`config.mk`:
```
export PLATFORM = sky130hd
export DESIGN_NAME = bte_ram
export DESIGN_NICKNAME = d
export VERILOG_FILES = /design/src/rtl/core/assert_macros.svh /design/src/rtl/core/bte_ram.sv
export SDC_FILE = /design/constraint.sdc
export NUM_CORES = 2
export LEC_CHECK = 0
export BUFFER_PORTS_ARGS = -buffer_cell sky130_fd_sc_hd__buf_2
export CAP_MARGIN = 30
export CORE_MARGIN = 3
export CORE_UTILIZATION = 62
export CTS_CLUSTER_SIZE = 16
export DETAILED_ROUTE_END_ITERATION = 7
export PLACE_DENSITY_LB_ADDON = 0.3
export SYNTH_ARGS = -nofsm -noshare
export SYNTH_HDL_FRONTEND = slang
export SYNTH_SLANG_ARGS = --single-unit
```
`constraint.sdc`:
```
create_clock -name clk -period 6.2 [get_ports clk]
set_input_delay 1.24 -clock clk [delete_from_list [all_inputs] [get_ports clk]]
set_output_delay 1.24 -clock clk [all_outputs]
set_load 0.005 [all_outputs]
```
`src/rtl/core/assert_macros.svh`:
```
// Assertion macros shared by the RTL
`ifndef ASSERT_MACROS_SVH
`define ASSERT_MACROS_SVH
`ifndef SYNTHESIS
`define ASSERT_IMPLIES(label, clk, rst, a, c) \
  label: assert property (@(posedge clk) disable iff (rst) (a) |-> (c)) else $error("fail");
`define ASSERT_NEXT(label, clk, rst, a, c) \
  label: assert property (@(posedge clk) disable iff (rst) (a) |=> (c)) else $error("fail");
`else
`define ASSERT_IMPLIES(label, clk, rst, a, c)
`define ASSERT_NEXT(label, clk, rst, a, c)
`endif
`endif

```
`src/rtl/core/bte_ram.sv`:
```
// Generic single-port RAM with registered read
`timescale 1ns / 1ps
module bte_ram #(
  parameter int Width = 8,
  parameter int Depth = 256
) (
  input  logic                     clk,
  input  logic                     we,
  input  logic [$clog2(Depth)-1:0] addr,
  input  logic [Width-1:0]         wdata,
  output logic [Width-1:0]         rdata
);
  logic [Width-1:0] mem [Depth];
  always_ff @(posedge clk) begin
    if (we) mem[addr] <= wdata;
    rdata <= mem[addr];
  end
endmodule

```
==> results.sh <==
export IMPL_outcome="finished, final reports clean"
export IMPL_grt_pass1_vias=39136
export IMPL_row_count=129
export IMPL_reg2reg_to="rdata[1]$_DFF_P_"
export IMPL_rsz0062_at_grt="no"
export IMPL_hold_ws_ns=1.02
export IMPL_postCtsHoldBufs=0
export IMPL_fin_tns_setup_ns=0
export IMPL_arrival_ns=4.62
export IMPL_cts_sinks=2056
export IMPL_first_iter_violations=5894
export IMPL_path_max_fanout=79
export IMPL_portBuffers=25
export IMPL_drive_gt1_frac=0.247
export IMPL_clock_latency_ns=0.82
export IMPL_stdcell_count=5462
export IMPL_min_delay_start="mem[130][6]$_DFFE_PP_"
export IMPL_hold_viol=0
export IMPL_fmax_mhz=240
export IMPL_cts_resized=0
export IMPL_chipHeight_um=362
export IMPL_cp_end_kind="register"
export IMPL_nFillCells=7065
export IMPL_start_util=0.629
export IMPL_required_ns=6.64
export IMPL_post_cts_buffers=0
export IMPL_drc=0
export IMPL_max_cap_viol_count=0
export IMPL_wl_per_cell_um=34.3
export IMPL_ys_ff_latch=2056
export IMPL_worst_pin_slew_ns=1.08
export IMPL_cts_tree="done"
export IMPL_grt_overflow=0
export IMPL_synth_top_cells_by_area="edfxtp_1 (78%), mux4_2 (15%), a22oi_1 (2.4%)"
export IMPL_slew_violations=0
export IMPL_syn_to_final_growth_pct=11.0
export IMPL_syn_instance_count=3547
export IMPL_fin_nets=3676
export IMPL_timing_final_crit_share=0.673
export IMPL_yosysTopAreaCell="edfxtp_1"
export IMPL_hp_class="reg -> reg"
export IMPL_clk_pin_slew_ns=0.06
export IMPL_start_kind="input pin"
export IMPL_hpwl_um=106000
export IMPL_core_area_um2=125000
export IMPL_yosys_warnings=0
export IMPL_slowest_stage="nor2_1"
export IMPL_syn_area_um2=78500
export IMPL_setup_viol=0
export IMPL_htree_levels=4
export IMPL_leakage_nw=26.5
export IMPL_critical_path_class="in -> reg"
export IMPL_pin_count=26
export IMPL_critPathTopFamily="simple AND/OR/NAND/NOR gates"
export IMPL_grt_max_degree=161
export IMPL_track_usage=0.291
export IMPL_cts_max_path_buffers=3
export IMPL_cts_buffers=192
export IMPL_antenna_found_initial=12
export IMPL_power_density_nw_per_um2=325
export IMPL_yosysSeqAreaShare=0.786
export IMPL_critPathMaxStageDelay_ns=0.96
export IMPL_die_area_um2=131000
export IMPL_min_to="rdata[6]$_DFF_P_"
export IMPL_r2r_slack_ns=3.39
export IMPL_crit_buf_inv=2
export IMPL_placed_cells=5100
export IMPL_syn_nets=3565
export IMPL_avgSynthCellArea_um2=22.1
export IMPL_slew_headroom=0.271
export IMPL_gp_congestion=0.866
export IMPL_via_per_inst=7.07
export IMPL_peakVddDrop_mv=0.327
export IMPL_r2r_start="mem[235][1]$_DFFE_PP_"
export IMPL_drt_first_pass_iters=5
export IMPL_wl_um=187000
export IMPL_cts_root_buf="clkbuf_16"
export IMPL_reg2reg_depth=6
export IMPL_period_needed_ns=4.17
export IMPL_skew_ns=0.0303
export IMPL_path_cells="buf_8, buf_4, nor2b_1, nand3_2, nor2_1"
export IMPL_vias=38640
export IMPL_hold_path_depth=5
export IMPL_grt_first_pass_wirelength_um=275000
export IMPL_ant_nets=0
export IMPL_synth_cell_types=22
export IMPL_synth_top_area_share=0.783
export IMPL_die_w_um=362
[how the worst max path moves through the flow]
stage	slack, ns	from	end	depth (start not counted)
finish	2.03	addr[1]	mem[54][0]$_DFFE_PP_	5
global route	1.92	addr[1]	mem[54][0]$_DFFE_PP_	5
CTS	2.08	addr[1]	mem[54][0]$_DFFE_PP_	5
detailed placement	1.31	addr[1]	mem[54][7]$_DFFE_PP_	5
global placement	0.88	addr[0]	rdata[3]$_DFF_P_	7
floorplan	2.74	addr[1]	mem[111][0]$_DFFE_PP_	9
[stage by stage]
stage,instance area (um2),utilization,worst slack (ns),total power [mW]
floorplan,78500,-,2.74,16.3
global placement,80600,0.646,0.881,16.8
detailed placement,80800,0.648,1.31,16.9
CTS,87100,0.698,2.08,28.4
global route,87100,0.698,1.92,29.0
finish,87100,0.698,2.03,28.3
[layout make-up]
| class | count | area, um2 | area share |
|---|---|---|---|
| Inverter | 1 | 3.75 | 0.0000431 |
| Timing Repair Buffer | 149 | 1350 | 0.0155 |
| Multi-Input combinational cell | 1258 | 15800 | 0.181 |
| Clock inverter | 118 | 1110 | 0.0127 |
| Tap cell | 1637 | 2050 | 0.0235 |
| Sequential cell | 2056 | 61700 | 0.708 |
| Antenna cell | 4 | 10.0 | 0.000115 |
| Clock buffer | 239 | 5120 | 0.0588 |
[registers in the layout, summed over array words and instances, names as in the netlist]
register  cells
mem        2048
rdata         8
[layout by cell type, fill, tap and decap left out, types with 19 or more instances in the layout]
cell and instances:
a22oi_1 256, o41ai_1 28, a21oi_1 128, nand2_1 27, edfxtp_1 2048, nor2_1 231
mux4_2 512, clkbuf_1 39, nor3_1 30, clkbuf_16 197, buf_4 93, bufinv_16 19
clkinv_1 49, buf_2 29, clkinv_2 36
[routing by layer]
layer / track usage / wire length, um / up-vias / part of all wire
met3: 0.0732 / 23200 / 446 / 0.12
li1: - / - / 15286 / -
met5: 0 / 85 / - / 0.00045
met1: 0.416 / 66700 / 20120 / 0.36
met2: 0.450 / 90300 / 2776 / 0.48
met4: 0.102 / 7020 / 12 / 0.038
[worst min-delay path: stages, from the launching register on]
cell and delay [ns]:
edfxtp_1 0.32, mux4_2 0.22, a22oi_1 0.06, a21oi_1 0.18, o41ai_1 0.11, nand4_1 0.07
[cell families (layout without fill, tap and decap cells)]
kind of cell / count (synthesis) / count (layout) / synth area share
flops: 2056 / 2056 / 0.786
compound gates: 416 / 416 / 0.0362
mux: 512 / 512 / 0.147
other cells: 0 / 4 / 0
simple gates: 330 / 330 / 0.0173
buf+inv: 233 / 507 / 0.0140
[where the power goes]
group,total (mW),leakage (nW),switching [mW],internal [mW]
Clock,11.7,3.05,5.07,6.64
Combinational,1.26,5.00,0.823,0.432
Sequential,15.3,18.5,0.0206,15.3
Total,28.3,26.5,5.91,22.4
[synth_stat cells]
library cell,number
a21oi_1,128
a22oi_1,256
and2_1,3
buf_1,19
buf_2,36
buf_4,16
buf_6,16
clkbuf_1,145
dfxtp_1,8
edfxtp_1,2048
inv_1,1
mux4_2,512
nand2_1,28
nand2b_1,6
nand3_1,13
nand4_1,8
nor2_1,232
nor2b_1,7
nor3_1,30
o41ai_1,32
or2_2,2
or3_1,1
Power figures use the tool's default switching activity.
